--- config.mk ---
export PLATFORM = sky130hd
export DESIGN_NAME = frame_sum_check
export DESIGN_NICKNAME = d
export VERILOG_FILES = /design/src/sv/fsc_pkg.sv /design/src/sv/fsc_frame.sv /design/src/sv/fsc_outbuf.sv /design/src/sv/frame_sum_check.sv
export VERILOG_INCLUDE_DIRS = /design/src /design/src/sv
export SDC_FILE = /design/constraint.sdc
export NUM_CORES = 1
export LEC_CHECK = 0
export BUFFER_PORTS_ARGS = -buffer_cell sky130_fd_sc_hd__buf_4
export CELL_PAD_IN_SITES_DETAIL_PLACEMENT = 0
export CELL_PAD_IN_SITES_GLOBAL_PLACEMENT = 2
export CORE_MARGIN = 2
export CORE_UTILIZATION = 25
export DETAILED_ROUTE_END_ITERATION = 10
export GPL_TIMING_DRIVEN = 1
export PLACE_DENSITY_LB_ADDON = 0.1
export SYNTH_ARGS = -nofsm -noshare
export SYNTH_HDL_FRONTEND = slang
export SYNTH_HIERARCHICAL = 1
export SYNTH_SLANG_ARGS = --single-unit
--- constraint.sdc ---
create_clock -name clk -period 4.5 [get_ports clk]
set_input_delay 0.9 -clock clk [delete_from_list [all_inputs] [get_ports clk]]
set_output_delay 0.9 -clock clk [all_outputs]
set_load 0.01 [all_outputs]
--- src/sv/frame_sum_check_macros.svh ---
// Assertion macros shared by the frame checker RTL.
// Included by the modules that carry concurrent assertions; needs clk and rst_n in scope.
`ifndef FRAME_SUM_CHECK_MACROS_SVH
`define FRAME_SUM_CHECK_MACROS_SVH

// Same-cycle implication, disabled during reset.
`define FSC_ASSERT_NOW(label, ante, cons, msg) \
    label: assert property (@(posedge clk) disable iff (!rst_n) (ante) |-> (cons)) \
        else $error(msg);

// Next-cycle implication, disabled during reset.
`define FSC_ASSERT_NEXT(label, ante, cons, msg) \
    label: assert property (@(posedge clk) disable iff (!rst_n) (ante) |=> (cons)) \
        else $error(msg);

`endif

--- src/sv/fsc_pkg.sv ---
// Types, codes and helper functions of the frame sum checker.
// No dependencies; imported by every module of the block.
`default_nettype none

package fsc_pkg;

    // Configuration register indexes
    localparam logic [1:0] CFG_START_BYTE = 2'd0;
    localparam logic [1:0] CFG_STOP_BYTE  = 2'd1;
    localparam logic [1:0] CFG_SUM_SEED   = 2'd2;

    localparam logic [7:0]  START_BYTE_RST = 8'h02;
    localparam logic [7:0]  STOP_BYTE_RST  = 8'h03;
    localparam logic [15:0] SUM_SEED_RST   = 16'h0002;

    // Result status codes
    localparam logic [1:0] ST_MATCH    = 2'd0;
    localparam logic [1:0] ST_DIFF     = 2'd1;
    localparam logic [1:0] ST_NO_START = 2'd2;

    // ASCII bounds of the hex digits
    localparam logic [7:0] CH_0     = 8'h30;
    localparam logic [7:0] CH_9     = 8'h39;
    localparam logic [7:0] CH_UP_A  = 8'h41;
    localparam logic [7:0] CH_UP_F  = 8'h46;
    localparam logic [7:0] CH_LO_A  = 8'h61;
    localparam logic [7:0] CH_LO_F  = 8'h66;

    localparam logic [1:0] LAST_DIGIT = 2'd3;  // count of the fourth trailer digit

    typedef enum logic [2:0] {
        PH_IDLE = 3'b001,
        PH_SUM  = 3'b010,
        PH_HEX  = 3'b100
    } fsc_phase_t;

    typedef struct packed {
        logic [7:0]  start_byte;
        logic [7:0]  stop_byte;
        logic [15:0] sum_seed;
    } fsc_cfg_t;

    typedef struct packed {
        logic [1:0]  status;
        logic [15:0] computed_sum;
        logic [15:0] received_check;
        logic        hex_bad;
    } fsc_result_t;

    typedef struct packed {
        logic       ok;
        logic [3:0] nibble;
    } fsc_hex_t;

    function automatic fsc_hex_t hex_decode(input logic [7:0] c);
        fsc_hex_t   h;
        logic [7:0] d;
        h = '{ok: 1'b0, nibble: 4'd0};
        d = 8'd0;
        if (c >= CH_0 && c <= CH_9)
        begin
            d = c - CH_0;
            h = '{ok: 1'b1, nibble: d[3:0]};
        end
        else if (c >= CH_UP_A && c <= CH_UP_F)
        begin
            d = c - CH_UP_A + 8'd10;
            h = '{ok: 1'b1, nibble: d[3:0]};
        end
        else if (c >= CH_LO_A && c <= CH_LO_F)
        begin
            d = c - CH_LO_A + 8'd10;
            h = '{ok: 1'b1, nibble: d[3:0]};
        end
        return h;
    endfunction

endpackage

`default_nettype wire

--- src/sv/fsc_frame.sv ---
// Frame tracker: phase, running sum and trailer decode for one byte per cycle while fire is high.
// Depends on fsc_pkg and frame_sum_check_macros.svh.
`default_nettype none

module fsc_frame
    import fsc_pkg::*;
(
    input  wire logic        clk,
    input  wire logic        rst_n,
    input  wire logic        fire,
    input  wire logic [7:0]  data_byte,
    input  wire logic        frame_begin,
    input  wire fsc_cfg_t    cfg,
    output logic             res_valid,
    output fsc_result_t      res
);

    fsc_phase_t  phase_reg, phase_next;
    logic [15:0] sum_reg, sum_next;
    logic [15:0] acc_reg, acc_next;
    logic [1:0]  cnt_reg, cnt_next;
    logic        bad_reg, bad_next;
    fsc_hex_t    hx;
    logic [15:0] rx;

    always_comb
    begin
        hx         = hex_decode(data_byte);
        phase_next = phase_reg;
        sum_next   = sum_reg;
        acc_next   = acc_reg;
        cnt_next   = cnt_reg;
        bad_next   = bad_reg;
        rx         = 16'd0;
        res_valid  = 1'b0;
        res        = '{status: ST_NO_START, computed_sum: 16'd0,
                       received_check: 16'd0, hex_bad: 1'b0};
        if (fire)
        begin
            if (frame_begin)
            begin
                if (data_byte != cfg.start_byte)
                begin
                    phase_next = PH_IDLE;
                    res_valid  = 1'b1;
                end
                else
                begin
                    phase_next = PH_SUM;
                    sum_next   = cfg.sum_seed;
                    acc_next   = 16'd0;
                    cnt_next   = 2'd0;
                    bad_next   = 1'b0;
                end
            end
            else
            begin
                unique case (phase_reg)
                    PH_IDLE:
                    begin
                        phase_next = PH_IDLE;
                    end
                    PH_SUM:
                    begin
                        sum_next = sum_reg + {8'd0, data_byte};
                        if (data_byte == cfg.stop_byte)
                        begin
                            phase_next = PH_HEX;
                            acc_next   = 16'd0;
                            cnt_next   = 2'd0;
                            bad_next   = 1'b0;
                        end
                    end
                    PH_HEX:
                    begin
                        if (hx.ok)
                            acc_next = {acc_reg[11:0], hx.nibble};
                        else
                            bad_next = 1'b1;
                        cnt_next = cnt_reg + 2'd1;
                        if (cnt_reg == LAST_DIGIT)
                        begin
                            // low byte arrives first: swap
                            rx         = bad_next ? 16'd0 : {acc_next[7:0], acc_next[15:8]};
                            phase_next = PH_IDLE;
                            res_valid  = 1'b1;
                            res.status = (sum_reg == rx) ? ST_MATCH : ST_DIFF;
                            res.computed_sum   = sum_reg;
                            res.received_check = rx;
                            res.hex_bad        = bad_next;
                        end
                    end
                    default:
                    begin
                        phase_next = PH_IDLE;
                    end
                endcase
            end
        end
    end

    always_ff @(posedge clk or negedge rst_n)
    begin
        if (!rst_n)
        begin
            phase_reg <= PH_IDLE;
            sum_reg   <= 16'd0;
            acc_reg   <= 16'd0;
            cnt_reg   <= 2'd0;
            bad_reg   <= 1'b0;
        end
        else
        begin
            phase_reg <= phase_next;
            sum_reg   <= sum_next;
            acc_reg   <= acc_next;
            cnt_reg   <= cnt_next;
            bad_reg   <= bad_next;
        end
    end

`include "frame_sum_check_macros.svh"

    `FSC_ASSERT_NOW(a_res_source, res_valid, fire && (frame_begin || phase_reg == PH_HEX), "result without begin byte or trailer")
    `FSC_ASSERT_NEXT(a_bad_start_idle, fire && frame_begin && data_byte != cfg.start_byte, phase_reg == PH_IDLE, "bad start did not return to idle")

endmodule

`default_nettype wire

--- src/sv/fsc_outbuf.sv ---
// Two-entry result buffer: output register plus skid register.
// Depends on fsc_pkg and frame_sum_check_macros.svh.
`default_nettype none

module fsc_outbuf
    import fsc_pkg::*;
(
    input  wire logic        clk,
    input  wire logic        rst_n,
    input  wire logic        res_valid,
    input  wire fsc_result_t res,
    output logic             full,
    output logic             out_valid,
    input  wire logic        out_stall,
    output fsc_result_t      out_res
);

    logic        main_valid_reg, main_valid_next;
    logic        skid_valid_reg, skid_valid_next;
    fsc_result_t main_reg, main_next;
    fsc_result_t skid_reg, skid_next;
    logic        take;

    assign take = main_valid_reg && !out_stall;

    always_comb
    begin
        main_valid_next = main_valid_reg;
        skid_valid_next = skid_valid_reg;
        main_next       = main_reg;
        skid_next       = skid_reg;
        if (take)
        begin
            if (skid_valid_reg)
            begin
                main_next       = skid_reg;
                skid_valid_next = 1'b0;
            end
            else if (res_valid)
                main_next = res;
            else
                main_valid_next = 1'b0;
        end
        else if (!main_valid_reg)
        begin
            if (res_valid)
            begin
                main_next       = res;
                main_valid_next = 1'b1;
            end
        end
        else if (res_valid)
        begin
            skid_next       = res;
            skid_valid_next = 1'b1;
        end
    end

    always_ff @(posedge clk or negedge rst_n)
    begin
        if (!rst_n)
        begin
            main_valid_reg <= 1'b0;
            skid_valid_reg <= 1'b0;
        end
        else
        begin
            main_valid_reg <= main_valid_next;
            skid_valid_reg <= skid_valid_next;
        end
    end

    always_ff @(posedge clk)
    begin
        main_reg <= main_next;
        skid_reg <= skid_next;
    end

    assign full      = skid_valid_reg;
    assign out_valid = main_valid_reg;
    assign out_res   = main_reg;

`include "frame_sum_check_macros.svh"

    `FSC_ASSERT_NOW(a_skid_behind_main, skid_valid_reg, main_valid_reg, "skid entry without output entry")
    `FSC_ASSERT_NOW(a_no_overrun, res_valid, !skid_valid_reg, "result arrived while buffer full")

endmodule

`default_nettype wire

--- src/sv/frame_sum_check.sv ---
// Top level of the additive 16-bit frame check verifier.
// Depends on fsc_pkg, fsc_frame and fsc_outbuf.
`default_nettype none

// frame_sum_check accepts one received byte per clock cycle and checks
// framed messages: a byte marked frame_begin must equal start_byte, the
// bytes after it up to and including stop_byte are added into a 16-bit
// wrapping sum seeded with sum_seed, and the four ASCII hex characters that
// follow (low byte first) carry the expected sum. One result transaction is
// given per finished frame (match or mismatch) and per marked byte that is
// not start_byte (no-start); all other bytes produce nothing. Every byte is
// handled in the cycle it is accepted, so the sustained rate is one byte per
// cycle while in_stall is low; each result is registered from the byte that
// completes it into a two-entry buffer (output register plus skid register);
// in_stall rises only when both entries hold results that the downstream
// side has not taken. Write configuration only while no frame is in
// progress and no result is pending; stop_byte acts at once, start_byte
// and sum_seed from the next frame start. Register index 3 is ignored.
module frame_sum_check
    import fsc_pkg::*;
(
    input  wire logic        clk,
    input  wire logic        rst_n,
    // input transactions
    input  wire logic        in_valid,
    output logic             in_stall,
    input  wire logic [7:0]  data_byte,
    input  wire logic        frame_begin,
    // result transactions
    output logic             out_valid,
    input  wire logic        out_stall,
    output logic [1:0]       status,
    output logic [15:0]      computed_sum,
    output logic [15:0]      received_check,
    output logic             hex_bad,
    // configuration writes
    input  wire logic        cfg_we,
    input  wire logic [1:0]  cfg_index,
    input  wire logic [15:0] cfg_data
);

    fsc_cfg_t    cfg_reg;
    fsc_result_t res;
    fsc_result_t out_res;
    logic        res_valid;
    logic        buf_full;
    logic        fire;

    // Hold configuration; index past the list is dropped.
    always_ff @(posedge clk or negedge rst_n)
    begin
        if (!rst_n)
        begin
            cfg_reg.start_byte <= START_BYTE_RST;
            cfg_reg.stop_byte  <= STOP_BYTE_RST;
            cfg_reg.sum_seed   <= SUM_SEED_RST;
        end
        else if (cfg_we)
        begin
            unique case (cfg_index)
                CFG_START_BYTE: cfg_reg.start_byte <= cfg_data[7:0];
                CFG_STOP_BYTE:  cfg_reg.stop_byte  <= cfg_data[7:0];
                CFG_SUM_SEED:   cfg_reg.sum_seed   <= cfg_data;
                default:        cfg_reg            <= cfg_reg;
            endcase
        end
    end

    // Stall only while both buffer entries are occupied.
    assign in_stall = buf_full;
    assign fire     = in_valid && !buf_full;

    fsc_frame u_frame (
        .clk         (clk),
        .rst_n       (rst_n),
        .fire        (fire),
        .data_byte   (data_byte),
        .frame_begin (frame_begin),
        .cfg         (cfg_reg),
        .res_valid   (res_valid),
        .res         (res)
    );

    fsc_outbuf u_outbuf (
        .clk       (clk),
        .rst_n     (rst_n),
        .res_valid (res_valid),
        .res       (res),
        .full      (buf_full),
        .out_valid (out_valid),
        .out_stall (out_stall),
        .out_res   (out_res)
    );

    assign status         = out_res.status;
    assign computed_sum   = out_res.computed_sum;
    assign received_check = out_res.received_check;
    assign hex_bad        = out_res.hex_bad;

endmodule

`default_nettype wire

Word-level counts from Yosys, hierarchy flattened
Index checks and enable logic that the tools add are counted.
{"block": "word_totals", "output_inout_bits": 37, "n_memories": 0, "latch_bits": 0, "ramBits": 0, "in_bits": 32, "word_cells": 121, "mem_bits_ro": 0, "reg_bits": 142}
{"block": "classes", "muxes": 54, "bitwise_logic": 1, "magnitude_cmp": 6, "n_shift": 0, "n_eq_ne": 14, "n_mul": 0, "div_mod_pow": 0, "addsub": 7, "reduce_logical": 21}
{"op": "$mux W35", "count": 8}
{"op": "$mux W16", "count": 11}
{"op": "$pmux W16 S2", "count": 1}
{"op": "$mux W1", "count": 21}
{"op": "$add A16 B8 Y16", "count": 1}
{"op": "$eq A16 B16 Y1", "count": 1}
{"op": "$ge A8 B7 Y1 const B", "count": 2}
{"op": "$le A8 B7 Y1 const B", "count": 2}
{"op": "$mux W5", "count": 3}
{"op": "$sub A4 B1 Y4 const B", "count": 3}
{"op": "$reduce_and A2 Y1", "count": 5}
{"op": "$mux W3", "count": 3}
{"op": "$reduce_and A3 Y1", "count": 3}
{"op": "$add A4 B4 Y4 const B", "count": 2}
{"op": "$eq A8 B8 Y1", "count": 1}
{"op": "$ge A8 B6 Y1 const B", "count": 1}
{"op": "$le A8 B6 Y1 const B", "count": 1}
{"op": "$mux W2", "count": 4}
{"op": "$ne A2 B2 Y1 const B", "count": 4}
{"op": "$ne A8 B8 Y1", "count": 1}
{"op": "$ne A3 B2 Y1 const B", "count": 2}
{"op": "$pmux W3 S2", "count": 1}
{"op": "$reduce_bool A2 Y1", "count": 3}
{"op": "$logic_and A1 B1 Y1", "count": 5}
{"op": "other kinds (12)", "count": 14}

Longest topological paths before layout
{"block": "logic_depth", "word_depth": 19, "mapped_depth": 13, "depth_no_buf": 10}

By module
The synthesis kept the hierarchy.
{"mod": "fsc_outbuf", "n_inst": 1, "cells_per_inst": 157, "seq_area_each_um2": 2152.1, "area_per_inst_um2": 3183.1}
{"mod": "fsc_frame", "n_inst": 1, "cells_per_inst": 362, "seq_area_each_um2": 852.1, "area_per_inst_um2": 2986.6}
{"mod": "frame_sum_check", "n_inst": 1, "cells_per_inst": 69, "seq_area_each_um2": 805.8, "area_per_inst_um2": 1233.7}

Least setup slack after synthesis
Ideal clock, no wire load.
{"block": "synth_path", "kind": "in2reg", "from": "input port frame_begin", "to": "register u_outbuf/skid_reg[0] (netlist bit), enable pin", "setup_ns": 0.396, "arrival_time_ns": 3.523, "stages": 9, "n_path_buf": 4, "required_ns": 4.104, "slack_ns": 0.582, "cell_sequence": "clkbuf_1 > nor4b_1 > and2_0 > nand2_1 > buf_1 > o21ai_0 > buf_6 > buf_6 > and3_1"}
{"block": "synth_via", "elab_chain_len": 3}
{"element": "from (decl)", "line": "frame_sum_check.sv:28", "text": "input wire logic frame_begin,"}
{"element": "$mux W1", "line": "fsc_frame.sv:40", "text": "if (frame_begin)"}
{"element": "$mux W1", "line": "fsc_frame.sv:38", "text": "if (fire)"}
{"element": "net res_valid", "line": "frame_sum_check.sv:45", "text": "logic res_valid;"}
{"element": "$reduce_and A3 Y1 (no line)"}
{"element": "to (signal assigned)", "line": "fsc_outbuf.sv:76", "text": "skid_reg <= skid_next;"}
{"element": "to (decl)", "line": "fsc_outbuf.sv:21", "text": "fsc_result_t skid_reg, skid_next;"}
The timed path passes the listed nets, and every way through them passes these cells.
A chain may end at the register's enable or synchronous reset.

==> results.md <==
Status:
- The flow ran to the end, and the final reports show no timing, DRC or antenna violations.

Setup path:
- For the worst setup path, the data arrival time is 3.84 ns.
- The data required time of the critical path is 4.66 ns.
- The type of element capturing the critical path is a flip-flop.
- The beginning of the worst register-to-register path is u_frame/sum_reg[0].
- The source of the critical timing path is data_byte[1].
- The type of the setup path with the least slack is primary input to flip-flop.
- The worst setup path is launched from a primary input.
- In this run the worst path has a maximum fanout of 14.

Clock tree:
- The CTS H-tree depth is 4.
- For the worst-skew pair, the clock arrives at the later sink with an insertion delay of 0.42 ns.
- Counting along the longest clock path gives a buffer depth of 2.
- The number of gates resized after CTS was 0.
- TritonCTS built the clock tree.
- The clock transition at the registers of the reported paths is 0.06 ns.
- The root buffer selected by CTS is sky130_fd_sc_hd__clkbuf_16.
- In this run the post-CTS setup repair buffer count came out at 0.
- The tree built by TritonCTS fans out to 138 sinks.
- The number of buffers inserted by hold repair at cts is 0.
- TritonCTS created 17 clock buffers.

Routing:
- For this run, the detailed router's first-pass iteration total came to 5.
- After the first detailed-routing iteration, the DRC count stood at 258.
- Dividing the detail-routed wire length by the instance count gives 19.4 um.
- The antenna violation net count after detailed routing is 0.
- The final layout contains routed wiring with a total length of 20500 um.
- In the routed layout, each cell is associated on average with a via count of 4.72.
- The via count of the routed design is 4989.
- In the routed design, unresolved DRC markers number 0.

Logic synthesis:
- The average footprint of a synthesized cell is 12.6 um^2.
- By area the synthesized netlist is led by sky130_fd_sc_hd__edfxtp_1 (28%), sky130_fd_sc_hd__dfrtp_1 (21%), sky130_fd_sc_hd__mux2_2 (8.5%).
- By count the netlist is led by sky130_fd_sc_hd__edfxtp_1 (70), sky130_fd_sc_hd__dfrtp_1 (63), sky130_fd_sc_hd__mux2_2 (56).
- The share of the synthesized area in the top cell type is 0.284.
- Of the total synthesized cell area, the portion taken by XOR and XNOR cells is 0.0331.
- The synthesized design spends more area on one cell type than any other, namely sky130_fd_sc_hd__edfxtp_1.
- The simple-gate share of the synthesized area is 0.113.
- After synthesis, the share of cell area in mux cells is 0.187.
- In the synthesized netlist, the number of instances is 588.
- Among all flip-flop cells after synthesis, the most frequent one is sky130_fd_sc_hd__edfxtp_1.
- The net count after synthesis is 633.
- The dominant combinational cell family by area after synthesis is multiplexers.
- Yosys instantiated no cell more often than sky130_fd_sc_hd__edfxtp_1.
- Counting flops and latches in the post-synthesis netlist gives 138.
- The portion of the post-synthesis area used by sequential elements is 0.515.
- The total standard cell area after synthesis is 0.00740 mm^2.
- The share of flip-flops with an asynchronous set or reset after synthesis is 0.493.
- For this run, the number of Yosys warnings is 6.
- The synthesized-area fraction occupied by ao, oa, aoi and oai cells is 0.0919.
- Counting flops with a built-in enable in the synthesized netlist gives 70.
- Of the total synthesized cell area, the portion taken by full adders, half adders and majority gates is 0.0230.
- The number of different library cells used by synthesis comes to 65.

Placement:
- Including well taps, the total number of placed cells is 1025.
- The total half-perimeter wirelength after legalization and detailed placement is 14400 um.
- The routability-driven placement congestion ratio is 0.755.
- In this run the tool buffered the top-level ports with 68 buffer cells.
- Once placement finished, the instance area stood at 0.00829 mm^2.

Power and ir drop:
- Of the total power, registers draw 0.422.
- The leakage dissipation is 3.60 nW.
- Of the total power, combinational logic draws 0.249.
- The internal power of the cells totals 3.01 mW.
- Of the total power, the share spent switching nets is 0.287.
- The net switching power of the design is 1.21 mW.
- Dividing total power by cell area gives a power density of 477 mW/mm^2.
- The final total power is 4.22 mW.
- Of the total power, the clock network draws 0.329.
- The maximum resistive drop on vdd is 0.175 mV.

Cells and area:
- The number of filler instances in the final layout is 2993.
- The share of final-layout standard cells stronger than drive strength 1 is 0.324.
- The final design utilization is 0.301.
- For this run, the post-layout net count is 699.
- The final cell count without fillers is 1057.
- With fillers left out, the area of the finished cells amounts to 0.00886 mm^2.
- The number of antenna diodes in the final layout is 0.
- The layout overhead on the synthesized area is 19.7%.

Timing:
- The minimum clock period after layout is 3.68 ns.
- The final-report max-slew violation count came to 0.
- For the pin with the worst max-slew slack, the measured transition is 1.18 ns.
- Setup repair after global routing left no endpoint under its margin.
- The relative slew slack is 0.211.
- After routing, the total negative slack on setup checks comes to 0 ns.
- The final critical-path share of the clock period is 0.818.
- The total count of hold-check failures in the final report is 0.
- The highest clock rate is 272 MHz.
- For the final database, setup skew stands at 0.0137 ns.
- The count of endpoints failing setup in the final report is 0.

Floorplan:
- The starting density of the core is 0.252.
- The overall die height is 176 um.
- The initialized floorplan defines 63 standard-cell rows.
- The floorplan step defined a core boundary enclosing 0.0294 mm^2.
- The number of placed I/O pins is 69.
- The area enclosed by the die boundary is 0.0310 mm^2.
- The floorplan die width is 176 um.

Global routing:
- In the global route stage, met2 resource usage came out at 0.220.
- The number of antenna violations at the first check in global routing is 0.
- The layer carrying the most global-route usage is met2.
- For this run, global-route usage on met1 was measured as 0.190.
- The met3 capacity usage during global routing is 0.0209.
- Entering global routing, the biggest net connects 69 pins.
- The first global-routing pass estimated 31800 um of wire.
- In the global route stage, overall resource usage came out at 0.136.
- The via count of the first global-routing pass is 5164.
- After global routing the overflow that remains totals 0.

Worst hold path:
- The type of the worst min-delay path is flip-flop to flip-flop.
- In this run the most critical hold path is launched from u_frame/cnt_reg[1].

Flow run:
- The number of max-cap violations is 0.
-- routing by layer --
layer  part of all wire  wire, um
met3              0.027       548
met1               0.49      9980
met4              0.012       254
met2               0.47      9700
met5                  0         0
-- cells in the final DEF, fill, tap and decap left out, drive strengths merged, types with 5 or more instances in the layout --
cell      n
mux2    103
and2     14
nor2     29
ha       12
o21ai    22
clkbuf   17
dfrtp    63
dfstp     5
a211oi    6
nor3     15
nand3     9
and3     17
mux2i    10
inv      26
a21oi    20
buf      79
a22o     11
nand2    20
nand4     7
a31oi     8
nor2b     5
edfxtp   70
xnor2    28
clkinv    5
-- critical path, stage by stage --
cell	delay (ns)
sky130_fd_sc_hd__buf_4	0.15
sky130_fd_sc_hd__inv_1	0.12
sky130_fd_sc_hd__ha_1	0.18
sky130_fd_sc_hd__nor3b_1	0.47
sky130_fd_sc_hd__or3_1	0.37
sky130_fd_sc_hd__a21o_1	0.41
sky130_fd_sc_hd__o21ai_0	0.15
sky130_fd_sc_hd__a222oi_1	0.40
sky130_fd_sc_hd__a31oi_1	0.17
sky130_fd_sc_hd__mux2_4	0.27
sky130_fd_sc_hd__mux2_4	0.25
-- per-stage QoR --
stage                     setup WS, ns  hold WS, ns
after floorplan                  0.582        0.466
after global placement           0.539        0.490
after detailed placement         0.444        0.494
after CTS                        0.896        0.509
after global routing             0.554        0.522
final                            0.818        0.507
-- power groups by stage --
| stage | registers, mW | logic [mW] | clock network [mW] |
|---|---|---|---|
| after floorplan | 1.84 | 0.597 | 0 |
| after global placement | 1.82 | 1.05 | 0 |
| after detailed placement | 1.82 | 1.06 | 0 |
| after CTS | 1.79 | 1.07 | 1.44 |
| after global routing | 1.82 | 1.14 | 1.50 |
| final | 1.78 | 1.05 | 1.39 |
-- final cells by class --
cell class	count	area, um^2	area share
flip-flops and latches	138	3810	0.430
clock buffers	17	425	0.0480
multi-input cells	399	3330	0.376
well taps	390	488	0.0551
inverters	19	71.3	0.00805
clock inverters	15	140	0.0158
repair buffers	79	593	0.0669
-- cell families after synthesis --
group	after synthesis
compound gates	100
buf+inv	51
xor+xnor	28
mux	113
simple gates	145
fa+ha+maj	13
flops	138
-- path summary, 6_finish.rpt --
path	endpoint	slack [ns]	cells past startpoint
hold reg to reg	u_frame/cnt_reg[1]	0.51	1
setup / recovery	u_outbuf/out_res[33]	0.82	11
max in group asynchronous	cfg_reg[6]	3.22	1
hold / removal	u_frame/cnt_reg[1]	0.51	1
min in group asynchronous	u_outbuf/full	0.60	1
setup reg to reg	u_frame/sum_reg[10]	1.48	9
No activity file was read; power rests on OpenSTA's default activity.
